==> src/page_table_walk_translate_defines.svh <==
// assertion macros shared by the page table walker rtl
`ifndef PAGE_TABLE_WALK_TRANSLATE_DEFINES_SVH
`define PAGE_TABLE_WALK_TRANSLATE_DEFINES_SVH
`ifndef SYNTHESIS
// plain property checked on every edge outside reset
`define PTWT_ASSERT(label, prop, msg) \
  label: assert property (@(posedge clk) disable iff (!rst_n) (prop)) else $error(msg);
// same-cycle implication
`define PTWT_ASSERT_IMP(label, ante, cons, msg) \
  label: assert property (@(posedge clk) disable iff (!rst_n) (ante) |-> (cons)) \
    else $error(msg);
// next-cycle implication
`define PTWT_ASSERT_NXT(label, ante, cons, msg) \
  label: assert property (@(posedge clk) disable iff (!rst_n) (ante) |=> (cons)) \
    else $error(msg);
`else
`define PTWT_ASSERT(label, prop, msg)
`define PTWT_ASSERT_IMP(label, ante, cons, msg)
`define PTWT_ASSERT_NXT(label, ante, cons, msg)
`endif
`endif

==> src/ptwt_pkg.sv <==
// types, constants and helpers for the four-level page table walker
package ptwt_pkg;

  // physical address width actually decoded from entries and root
  localparam int PHYS_ADDR_BITS = 52;

  // field widths
  localparam int ADDR_W  = 52;
  localparam int VA_W    = 48;
  localparam int ENTRY_W = 64;
  localparam int IDX_W   = 9;

  // frame bits of a physical address or an entry
  localparam logic [ADDR_W-1:0] PHYS_MASK =
    (ADDR_W'(1) << PHYS_ADDR_BITS) - ADDR_W'(1);
  localparam logic [ADDR_W-1:0] FRAME_MASK = PHYS_MASK & ~ADDR_W'(12'hFFF);

  // page offsets
  localparam logic [VA_W-1:0] OFF_1G = 48'h0000_3FFF_FFFF;
  localparam logic [VA_W-1:0] OFF_2M = 48'h0000_001F_FFFF;
  localparam logic [VA_W-1:0] OFF_4K = 48'h0000_0000_0FFF;

  // index positions in the virtual address
  localparam int SHIFT_PML4 = 39;
  localparam int SHIFT_PDPT = 30;
  localparam int SHIFT_PD   = 21;
  localparam int SHIFT_PT   = 12;

  // entry bits
  localparam int BIT_PRESENT = 0;
  localparam int BIT_PS      = 7;

  // command codes
  localparam logic CMD_START = 1'b0;
  localparam logic CMD_ENTRY = 1'b1;

  // result kinds
  localparam logic KIND_READ = 1'b0;
  localparam logic KIND_DONE = 1'b1;

  // page size codes
  localparam logic [1:0] PS_4K = 2'd0;
  localparam logic [1:0] PS_2M = 2'd1;
  localparam logic [1:0] PS_1G = 2'd2;

  // level whose entry is awaited
  typedef enum logic [1:0] {
    LVL_PML4 = 2'd0,
    LVL_PDPT = 2'd1,
    LVL_PD   = 2'd2,
    LVL_PT   = 2'd3
  } level_t;

  // walk control state
  typedef struct packed {
    logic   busy;
    level_t level;
  } walk_t;

  // one result beat
  typedef struct packed {
    logic              valid;
    logic              kind;
    logic [ADDR_W-1:0] address;
    logic              present;
    logic [1:0]        leaf_size;
  } result_t;

  // table index of a virtual address at a level
  function automatic logic [IDX_W-1:0] table_index(logic [VA_W-1:0] va, level_t lvl);
    logic [IDX_W-1:0] idx;
    case (lvl)
      LVL_PML4: idx = va[SHIFT_PML4 +: IDX_W];
      LVL_PDPT: idx = va[SHIFT_PDPT +: IDX_W];
      LVL_PD:   idx = va[SHIFT_PD +: IDX_W];
      LVL_PT:   idx = va[SHIFT_PT +: IDX_W];
      default:  idx = '0;
    endcase
    return idx;
  endfunction

  // entry address inside a table
  function automatic logic [ADDR_W-1:0] entry_addr(logic [ADDR_W-1:0] base,
                                                   logic [IDX_W-1:0] idx);
    return (base & FRAME_MASK) | ADDR_W'({idx, 3'b000});
  endfunction

endpackage

==> src/ptwt_step.sv <==
// decode of one walker beat: next request or final translation and walk state update
module ptwt_step (
  input  logic                          cmd,
  input  logic [ptwt_pkg::VA_W-1:0]     virt_addr,
  input  logic [ptwt_pkg::ENTRY_W-1:0]  entry_data,
  input  logic [ptwt_pkg::ADDR_W-1:0]   root_base,
  input  ptwt_pkg::walk_t               walk,
  input  logic [ptwt_pkg::VA_W-1:0]     saved_vaddr,
  output ptwt_pkg::result_t             res,
  output ptwt_pkg::walk_t               walk_nxt,
  output logic                          load_vaddr
);

  logic [ptwt_pkg::ADDR_W-1:0] frame;
  logic                        ps;
  ptwt_pkg::level_t            lvl_up;

  // entry fields
  assign frame  = entry_data[ptwt_pkg::ADDR_W-1:0] & ptwt_pkg::FRAME_MASK;
  assign ps     = entry_data[ptwt_pkg::BIT_PS];
  assign lvl_up = ptwt_pkg::level_t'(walk.level + 2'd1);

  // walk decision
  always_comb begin
    res        = '0;
    walk_nxt   = walk;
    load_vaddr = 1'b0;
    if (cmd == ptwt_pkg::CMD_START) begin
      if (!walk.busy) begin
        load_vaddr     = 1'b1;
        walk_nxt.busy  = 1'b1;
        walk_nxt.level = ptwt_pkg::LVL_PML4;
        res.valid      = 1'b1;
        res.kind       = ptwt_pkg::KIND_READ;
        res.address    = ptwt_pkg::entry_addr(root_base,
                           ptwt_pkg::table_index(virt_addr, ptwt_pkg::LVL_PML4));
      end
    end else if (walk.busy) begin
      res.valid = 1'b1;
      if (!entry_data[ptwt_pkg::BIT_PRESENT]) begin
        // not-present fault
        walk_nxt      = '0;
        res.kind      = ptwt_pkg::KIND_DONE;
      end else if (walk.level == ptwt_pkg::LVL_PDPT && ps) begin
        walk_nxt      = '0;
        res.kind      = ptwt_pkg::KIND_DONE;
        res.present   = 1'b1;
        res.leaf_size = ptwt_pkg::PS_1G;
        res.address   = frame | ptwt_pkg::ADDR_W'(saved_vaddr & ptwt_pkg::OFF_1G);
      end else if (walk.level == ptwt_pkg::LVL_PD && ps) begin
        walk_nxt      = '0;
        res.kind      = ptwt_pkg::KIND_DONE;
        res.present   = 1'b1;
        res.leaf_size = ptwt_pkg::PS_2M;
        res.address   = frame | ptwt_pkg::ADDR_W'(saved_vaddr & ptwt_pkg::OFF_2M);
      end else if (walk.level == ptwt_pkg::LVL_PT) begin
        walk_nxt      = '0;
        res.kind      = ptwt_pkg::KIND_DONE;
        res.present   = 1'b1;
        res.leaf_size = ptwt_pkg::PS_4K;
        res.address   = frame | ptwt_pkg::ADDR_W'(saved_vaddr & ptwt_pkg::OFF_4K);
      end else begin
        // follow the table pointer one level down
        walk_nxt.level = lvl_up;
        res.kind       = ptwt_pkg::KIND_READ;
        res.address    = ptwt_pkg::entry_addr(frame,
                           ptwt_pkg::table_index(saved_vaddr, lvl_up));
      end
    end
  end

endmodule

==> src/page_table_walk_translate.sv <==
// top level of the four-level page table walker
//
// in channel: each beat is either a translate command (in_tuser = 0, virtual
// address in in_tdata) or an entry read back from memory (in_tuser = 1, the
// 64-bit entry in the upper part of in_tdata). out channel: each beat is a
// read request for the next table entry (out_tuser = 0) or the finished
// translation (out_tuser = 1) with physical address, present flag and page
// size. A translate while a walk is open and an entry beat while idle are
// dropped without a result.
// cfg_we/cfg_wdata load the root table base; write it only while idle.
// an input beat passes the input register, then decode into the result
// register. throughput: one beat per cycle while out_tready does not stall,
// set by the single decode stage between the two registers.
// reset (rst_n low, synchronous) empties both registers, ends any walk and
// clears the root base. when out_tready is low the result register holds its
// beat; the input register still takes a beat that produces no result, and
// in_tready drops once a result-bearing beat waits behind the held one.
module page_table_walk_translate (
  input  logic         clk,
  input  logic         rst_n,
  // input channel
  input  logic         in_tvalid,
  output logic         in_tready,
  input  logic [111:0] in_tdata,  // virt_addr[47:0], entry_data[111:48]
  input  logic         in_tuser,  // command
  // result channel
  output logic         out_tvalid,
  input  logic         out_tready,
  output logic [55:0]  out_tdata, // address[51:0], present[52], leaf_size[54:53], zero
  output logic         out_tuser, // result_kind
  // configuration
  input  logic         cfg_we,
  input  logic [51:0]  cfg_wdata  // root_table_base
);

`include "page_table_walk_translate_defines.svh"

  // input register
  logic                         s1_valid_r;
  logic                         s1_cmd_r;
  logic [ptwt_pkg::VA_W-1:0]    s1_vaddr_r;
  logic [ptwt_pkg::ENTRY_W-1:0] s1_entry_r;

  // walk state and configuration
  ptwt_pkg::walk_t              walk_r;
  ptwt_pkg::walk_t              walk_nxt;
  logic [ptwt_pkg::VA_W-1:0]    vaddr_r;
  logic [ptwt_pkg::ADDR_W-1:0]  root_r;

  // result register
  ptwt_pkg::result_t            out_r;
  ptwt_pkg::result_t            res;

  logic load_vaddr;
  logic s1_go;
  logic in_take;

  ptwt_step u_step (
    .cmd         (s1_cmd_r),
    .virt_addr   (s1_vaddr_r),
    .entry_data  (s1_entry_r),
    .root_base   (root_r),
    .walk        (walk_r),
    .saved_vaddr (vaddr_r),
    .res         (res),
    .walk_nxt    (walk_nxt),
    .load_vaddr  (load_vaddr)
  );

  // stage handshake: a beat moves on if its result has a free slot or it has none
  assign s1_go     = s1_valid_r && (!out_r.valid || out_tready || !res.valid);
  assign in_tready = !s1_valid_r || s1_go;
  assign in_take   = in_tvalid && in_tready;

  // input register
  always_ff @(posedge clk) begin
    if (!rst_n) begin
      s1_valid_r <= 1'b0;
    end else if (in_tready) begin
      s1_valid_r <= in_tvalid;
    end
    if (in_take) begin
      s1_cmd_r   <= in_tuser;
      s1_vaddr_r <= in_tdata[ptwt_pkg::VA_W-1:0];
      s1_entry_r <= in_tdata[ptwt_pkg::VA_W +: ptwt_pkg::ENTRY_W];
    end
  end

  // walk state and root base
  always_ff @(posedge clk) begin
    if (!rst_n) begin
      walk_r  <= '0;
      vaddr_r <= '0;
      root_r  <= '0;
    end else begin
      if (s1_go) begin
        walk_r <= walk_nxt;
        if (load_vaddr) begin
          vaddr_r <= s1_vaddr_r;
        end
      end
      if (cfg_we) begin
        root_r <= cfg_wdata;
      end
    end
  end

  // result register
  always_ff @(posedge clk) begin
    if (!rst_n) begin
      out_r.valid <= 1'b0;
    end else if (s1_go && res.valid) begin
      out_r <= res;
    end else if (out_tready) begin
      out_r.valid <= 1'b0;
    end
  end

  assign out_tvalid = out_r.valid;
  assign out_tuser  = out_r.kind;
  assign out_tdata  = {1'b0, out_r.leaf_size, out_r.present, out_r.address};

  // checks
  `PTWT_ASSERT_IMP(a_req_clean, out_r.valid && out_r.kind == ptwt_pkg::KIND_READ,
    !out_r.present && out_r.leaf_size == ptwt_pkg::PS_4K, "read request with leaf info")
  `PTWT_ASSERT_IMP(a_fault_zero,
    out_r.valid && out_r.kind == ptwt_pkg::KIND_DONE && !out_r.present,
    out_r.address == '0 && out_r.leaf_size == ptwt_pkg::PS_4K, "fault with nonzero payload")
  `PTWT_ASSERT_NXT(a_done_idle, s1_go && res.valid && res.kind == ptwt_pkg::KIND_DONE,
    !walk_r.busy && walk_r.level == ptwt_pkg::LVL_PML4, "walk still open after completion")
  `PTWT_ASSERT(a_level_busy, walk_r.busy || walk_r.level == ptwt_pkg::LVL_PML4,
    "idle walker with nonzero level")
  `PTWT_ASSERT_IMP(a_size_code, out_r.valid,
    out_r.leaf_size != 2'd3, "invalid page size code")

endmodule

==> config.mk <==
export PLATFORM = sky130hd
export DESIGN_NAME = page_table_walk_translate
export DESIGN_NICKNAME = d
export VERILOG_FILES = /design/src/ptwt_pkg.sv /design/src/ptwt_step.sv /design/src/page_table_walk_translate.sv
export VERILOG_INCLUDE_DIRS = /design/src /design/src/src
export SDC_FILE = /design/constraint.sdc
export NUM_CORES = 1
export LEC_CHECK = 0
export ABC_AREA = 0
export BUFFER_PORTS_ARGS = -buffer_cell sky130_fd_sc_hd__buf_2
export CAP_MARGIN = 20
export CORE_ASPECT_RATIO = 2
export CORE_MARGIN = 2
export CORE_UTILIZATION = 56
export CTS_CLUSTER_SIZE = 12
export DETAILED_ROUTE_END_ITERATION = 12
export PLACE_DENSITY = 0.83
export SLEW_MARGIN = 15
export SYNTH_ARGS = -nofsm -noshare
export SYNTH_HDL_FRONTEND = slang
export SYNTH_SLANG_ARGS = --single-unit
==> constraint.sdc <==
create_clock -name clk -period 9.5 [get_ports clk]
set_input_delay 0.95 -clock clk [delete_from_list [all_inputs] [get_ports clk]]
set_output_delay 0.95 -clock clk [all_outputs]
set_load 0.05 [all_outputs]
# Word level (Yosys, flattened, before mapping)
# Index checks and enable logic that the tools add are counted.
totals:
  regBits: 262
  output_inout_bits: 59
  word_cells: 79
classes:
  n_addsub: 1
  eq_ne: 8
  n_mux: 30
  bitwise_logic: 8
  reduce_logical: 18
ops:
  columns: ["op", "count"]
  rows:
  - ["bitwise OR 52 x 12 -> 52 bit", 3]
  - ["2-to-1 mux 56 bit", 2]
  - ["2-to-1 mux 54 bit", 2]
  - ["2-to-1 mux 9 bit", 8]
  - ["2-to-1 mux 57 bit", 1]
  - ["2-to-1 mux 55 bit", 1]
  - ["2-to-1 mux 53 bit", 1]
  - ["bitwise OR 52 x 21 -> 52 bit", 1]
  - ["bitwise OR 52 x 30 -> 52 bit", 1]
  - ["case mux 9 bit (4 select lines)", 1]
  - ["2-to-1 mux 3 bit", 6]
  - ["equality test 2 bit, second input constant", 4]
  - ["2-to-1 mux 1 bit", 6]
  - ["AND reduction 3 bit", 2]
  - ["logical AND 1 bit", 5]
  - ["equality test 2 x 1 -> 1 bit, second input constant", 2]
  - ["2-to-1 mux 2 bit", 2]
  - ["AND reduction 2 bit", 2]
  - ["OR reduction 4 bit", 1]
  - ["logical NOT 1 bit", 3]
  - ["logical OR 1 bit", 3]
  - ["inverter 1 bit", 3]
  - ["adder 2 x 1 -> 2 bit, second input constant", 1]
  - ["logical NOT 2 bit", 1]
  - ["other kinds (3)", 3]

# Depth between registers and ports, before layout
logic_depth:
  depth_word: 21
  depth_mapped: 7

# Cells and area by module
# From an unflattened synthesis, not the netlist that was laid out.
unflattened:
  cells_unflattened: 748
  hier_area_um2: 10273.6
modules_own_cells:
  columns: ["mod", "instances", "cells_per_inst", "area_each_um2"]
  rows:
  - ["page_table_walk_translate", 1, 572, 9176.3]
  - ["ptwt_step", 1, 176, 1097.3]

# Worst setup path after synthesis
# Ideal clock, no wire load.
synth_timing:
  path_type: "input to register"
  from: "in out_tready"
  to: "reg s1_cmd_r (enable)"
  setup_ns: 0.552
  arrival_time_ns: 5.211
  t_required_ns: 8.948
  slack_ns: 3.736
  cell_stages: 3
  cell_sequence: "nand2b_4 nor2_1 nor2b_1"
synth_between:
  elab_chain_cells: 5
synth_lines:
  columns: ["item", "line", "text"]
  rows:
  - ["start: declaration", "page_table_walk_translate.sv:28", "input logic out_tready,"]
  - ["logical OR 1 bit (2 in series)", "page_table_walk_translate.sv:71", "assign s1_go = s1_valid_r && (!out_r.valid || out_tready || !res.valid);"]
  - ["logical AND 1 bit", "page_table_walk_translate.sv:71", null]
  - ["logical OR 1 bit", "page_table_walk_translate.sv:72", "assign in_tready = !s1_valid_r || s1_go;"]
  - ["logical AND 1 bit", "page_table_walk_translate.sv:73", "assign in_take = in_tvalid && in_tready;"]
  - ["net in_take", "page_table_walk_translate.sv:56", "logic in_take;"]
  - ["end signal: assignment", "page_table_walk_translate.sv:83", "s1_cmd_r <= in_tuser;"]
  - ["end: declaration", "page_table_walk_translate.sv:40", "logic s1_cmd_r;"]
# The timed path passes the listed nets, and every way through them passes these cells.
# A chain may end at the register's enable or synchronous reset.

# Worst setup path after layout
layout_timing:
  from: "reg s1_cmd_r"
  to: "out in_tready"
layout_between:
  elab_chain_cells: 5
layout_lines:
  columns: ["item", "line", "text"]
  rows:
  - ["2-to-1 mux 54 bit", "ptwt_step.sv:28", "if (cmd == ptwt_pkg::CMD_START) begin"]
  - ["logical NOT 1 bit", "page_table_walk_translate.sv:71", null]
  - ["logical OR 1 bit", "page_table_walk_translate.sv:71", null]
  - ["logical AND 1 bit", "page_table_walk_translate.sv:71", null]
  - ["logical OR 1 bit", "page_table_walk_translate.sv:72", null]
  - ["end: declaration", "page_table_walk_translate.sv:23", "output logic in_tready,"]
# No other way between the ends.

==> results.json <==
{
  "worstReg2RegStart": "s1_cmd_r$_DFFE_PP_",
  "worst_setup_path_startpoint": "s1_cmd_r$_DFFE_PP_",
  "post-place-ws_ns": 6.41,
  "hold_crit_class": "flop to flop",
  "via_count": 5615,
  "firstDrtPassIters": 6,
  "crit_type": "flop to primary output",
  "clockPowerShare_pct": 38.5,
  "coreArea_sq_um": 14700,
  "areaGrowthSynthToFinish_pct": 20.6,
  "initial_util_pct": 57.2,
  "syn-cell-area_sq_um": 8430,
  "cts-htree-levels": 1,
  "final_core_utilization_pct": 69.0,
  "power.density_cell_area_nw_per_um2": 203,
  "arrival_ns": 2.17,
  "drt_drc_violations_left": 0,
  "final_cell_area_sq_um": 10200,
  "crit_path_cell_trace": "inv_1 > ha_1 > nand2b_1 > nor2_1 > inv_1 > buf_2",
  "max-slew-margin-rel_pct": 28.2,
  "grt_start_max_net_pins": 85,
  "worst_path_fanout_max": 6,
  "clock_tree.buffer_depth": 3,
  "grt_setup_unrepaired": "false",
  "yosysWarnings": 0,
  "grt_util_all_layers_pct": 22.5,
  "detailedRoute.firstIterationViolations": 317,
  "layout_worst_path_cycle_share_pct": 32.9,
  "cpPeakStageDelay_ns": 0.48,
  "detail_route.vias_per_cell": 5.51,
  "gpl.final_weighted_congestion": 0.891,
  "grt_pass1_wl_mm": 28.5,
  "intPower_mw": 1.62,
  "pin_count": 229,
  "placed_area_sq_um": 9480,
  "nNetsFinal": 982,
  "hpwl_mm": 12.7,
  "yosys_register_bits": 231,
  "finalMaxSlewViolations": 0,
  "fp.dieW_um": 90.8,
  "first_global_vias": 5738,
  "fp.dieH_um": 178,
  "final_antenna_net_count": 0,
  "stdcell_count": 1019,
  "grt_antenna_before_repair": 1,
  "post_cts_resized": 0,
  "maxClockFrequency_mhz": 320,
  "io_buffers": 193,
  "worst_pin_slew_ns": 1.08,
  "crit_path_frequent_cell": "sky130_fd_sc_hd__inv_1",
  "clock_sink_count": 231,
  "setup_viol": 0,
  "cts.clk_slew.worst_paths_ns": 0.06,
  "power.combinational.fraction_pct": 6.5,
  "drv_cap": 0,
  "placement_rows": 63,
  "tritoncts": "done",
  "syn-mean-instance-area_sq_um": 13.4,
  "number_of_distinct_library_cells_after_synthesis": 35,
  "tns_ns": 0,
  "cts.repair_timing.setup_buffer_count": 0,
  "p_sw_share_pct": 21.5,
  "clk-insertion-delay-late_ns": 0.50,
  "hold_path.startpoint": "vaddr_r[31]$_SDFFE_PN0P_",
  "cts_inserted_buffers": 23,
  "dp.cells": 974,
  "peakVddDrop_mv": 0.187,
  "hold_violations": 0,
  "seq_power_share_pct": 55.0,
  "worst-endpoint-required_ns": 8.55,
  "postSynthNetCount": 806,
  "synthCells": 630,
  "net-switching-power_mw": 0.444,
  "wl_mm": 18.3,
  "cts_root_buffer": "sky130_fd_sc_hd__clkbuf_16",
  "dieArea_sq_um": 16100,
  "power_leakage_nw": 4.04,
  "sequential_element_share_of_the_synthesized_area_pct": 72.3,
  "outcome": "finished clean",
  "finalWorstSetupSlack_ns": 6.38,
  "clock-skew-final_ns": 0.0143,
  "global_route.overflow_total": 0,
  "launching_element_type_of_the_critical_path": "flop",
  "layout_min_cycle_time_ns": 3.12,
  "post_cts_hold_buffer_count": 0,
  "end_kind": "primary output",
  "crit_path_top_delay_cell": "sky130_fd_sc_hd__edfxtp_1",
  "drt-wirelength-per-cell_um": 18.0,
  "final_layout_size_suffix_gt1_share_pct": 28.3
}
==> state kept, by name, summed over array words and instances (netlist names) <==
register,count
out_tvalid,1
walk_r,3
vaddr_r,39
s1_cmd_r,1
out_tuser,1
out_tdata,55
s1_entry_r,42
root_r,40
s1_valid_r,1
s1_vaddr_r,48
==> cell families after synthesis <==
logic type | share of synthesized area (%)
compound gates | 10.4
fa+ha+maj | 0.890
buf+inv | 3.21
flops | 72.3
mux | 4.75
other cells | 0.0445
simple gates | 8.41
==> through the flow <==
stage	hold WS [ns]	power, mW
5_1_grt	0.493	2.14
4_1_cts	0.474	2.08
6_report	0.470	2.07
3_3_place_gp	0.450	1.28
2_1_floorplan	0.435	1.24
3_5_place_dp	0.466	1.29
==> cells in the final DEF (no fill, tap or decap), drive strengths merged <==
master and instances:
o211ai 1, o32ai 1, nand2 59, nor2 48
diode 1, ha 6, nand4 1, mux2i 40
a222oi 9, o21a 1, nand2b 3, a21oi 21
buf 201, o31ai 10, conb 1, a22o 22
or2 1, a32oi 9, nand3 41, nor3 1
o21ai 58, edfxtp 147, and2 3, nor2b 2
a21boi 1, dfxtp 84, clkbuf 40, inv 8
and3 4
==> path summary, 6_finish.rpt <==
kind	depth (start not counted)	slack [ns]	end
hold / removal	2	0.47	vaddr_r[31]$_SDFFE_PN0P_
setup / recovery	6	6.38	in_tready
hold reg to reg	2	0.47	vaddr_r[31]$_SDFFE_PN0P_
setup reg to reg	6	6.66	out_tdata[31]$_DFFE_PP_
==> layout make-up <==
class,count,area (sq um)
Multi-Input combinational cell,343,2080
Tap cell,195,244
Inverter,6,22.5
Clock buffer,40,639
Clock inverter,2,17.5
Fill cell,1020,4570
Sequential cell,231,6100
Timing Repair Buffer,201,1060
Antenna cell,1,2.50
==> synth_stat cells <==
| master | count | share of area, % |
|---|---|---|
| sky130_fd_sc_hd__a21boi_0 | 1 | 0.089 |
| sky130_fd_sc_hd__clkbuf_2 | 1 | 0.059 |
| sky130_fd_sc_hd__o211ai_4 | 1 | 0.25 |
| sky130_fd_sc_hd__nand2b_4 | 1 | 0.16 |
| sky130_fd_sc_hd__a32oi_1 | 9 | 0.93 |
| sky130_fd_sc_hd__o32ai_1 | 1 | 0.10 |
| sky130_fd_sc_hd__nand2_1 | 59 | 2.6 |
| sky130_fd_sc_hd__o21ai_1 | 7 | 0.42 |
| sky130_fd_sc_hd__buf_4 | 5 | 0.45 |
| sky130_fd_sc_hd__clkbuf_1 | 22 | 0.98 |
| sky130_fd_sc_hd__mux2i_1 | 40 | 4.7 |
| sky130_fd_sc_hd__inv_2 | 1 | 0.044 |
| sky130_fd_sc_hd__buf_1 | 5 | 0.22 |
| sky130_fd_sc_hd__a222oi_1 | 9 | 1.1 |
| sky130_fd_sc_hd__buf_6 | 3 | 0.40 |
| sky130_fd_sc_hd__or2_4 | 1 | 0.10 |
| sky130_fd_sc_hd__and3_1 | 4 | 0.30 |
| sky130_fd_sc_hd__nor2b_1 | 2 | 0.15 |
| sky130_fd_sc_hd__nor3_1 | 1 | 0.059 |
| sky130_fd_sc_hd__edfxtp_1 | 147 | 52 |
| sky130_fd_sc_hd__buf_2 | 14 | 0.83 |
| sky130_fd_sc_hd__a21oi_1 | 21 | 1.2 |
| sky130_fd_sc_hd__nand2b_1 | 2 | 0.15 |
| sky130_fd_sc_hd__o21ai_0 | 51 | 3.0 |
| sky130_fd_sc_hd__dfxtp_1 | 84 | 20 |
| sky130_fd_sc_hd__inv_1 | 5 | 0.22 |
| sky130_fd_sc_hd__nand3_1 | 41 | 2.4 |
| sky130_fd_sc_hd__nand4_1 | 1 | 0.074 |
| sky130_fd_sc_hd__conb_1 | 1 | 0.044 |
| sky130_fd_sc_hd__nor2_1 | 48 | 2.1 |
| sky130_fd_sc_hd__ha_1 | 6 | 0.89 |
| sky130_fd_sc_hd__o21a_1 | 1 | 0.089 |
| sky130_fd_sc_hd__and2_1 | 3 | 0.22 |
| sky130_fd_sc_hd__a22o_1 | 22 | 2.3 |
| sky130_fd_sc_hd__o31ai_1 | 10 | 0.89 |
==> worst max-delay path: cells and delay by family (launching register included) <==
kind	cells	cell delay, ns
buf+inv	3	0.38
simple gates	2	0.46
fa+ha+maj	1	0.35
flops	1	0.48
==> per-layer routing <==
metal,global-route usage [%],vias up,wire (um)
met2,41.5,242,9880
li1,-,2660,-
met3,2.55,63,842
met4,13.6,0,1060
met1,24.6,2650,6550
met5,0,-,0
==> power groups by stage <==
stage,combinational [mW],clock (mW),sequential (mW)
2_1_floorplan,0.0653,0,1.17
3_3_place_gp,0.126,0,1.15
3_5_place_dp,0.133,0,1.16
4_1_cts,0.134,0.812,1.14
5_1_grt,0.147,0.852,1.14
6_report,0.134,0.796,1.14
(Power assumes the default switching activity.)
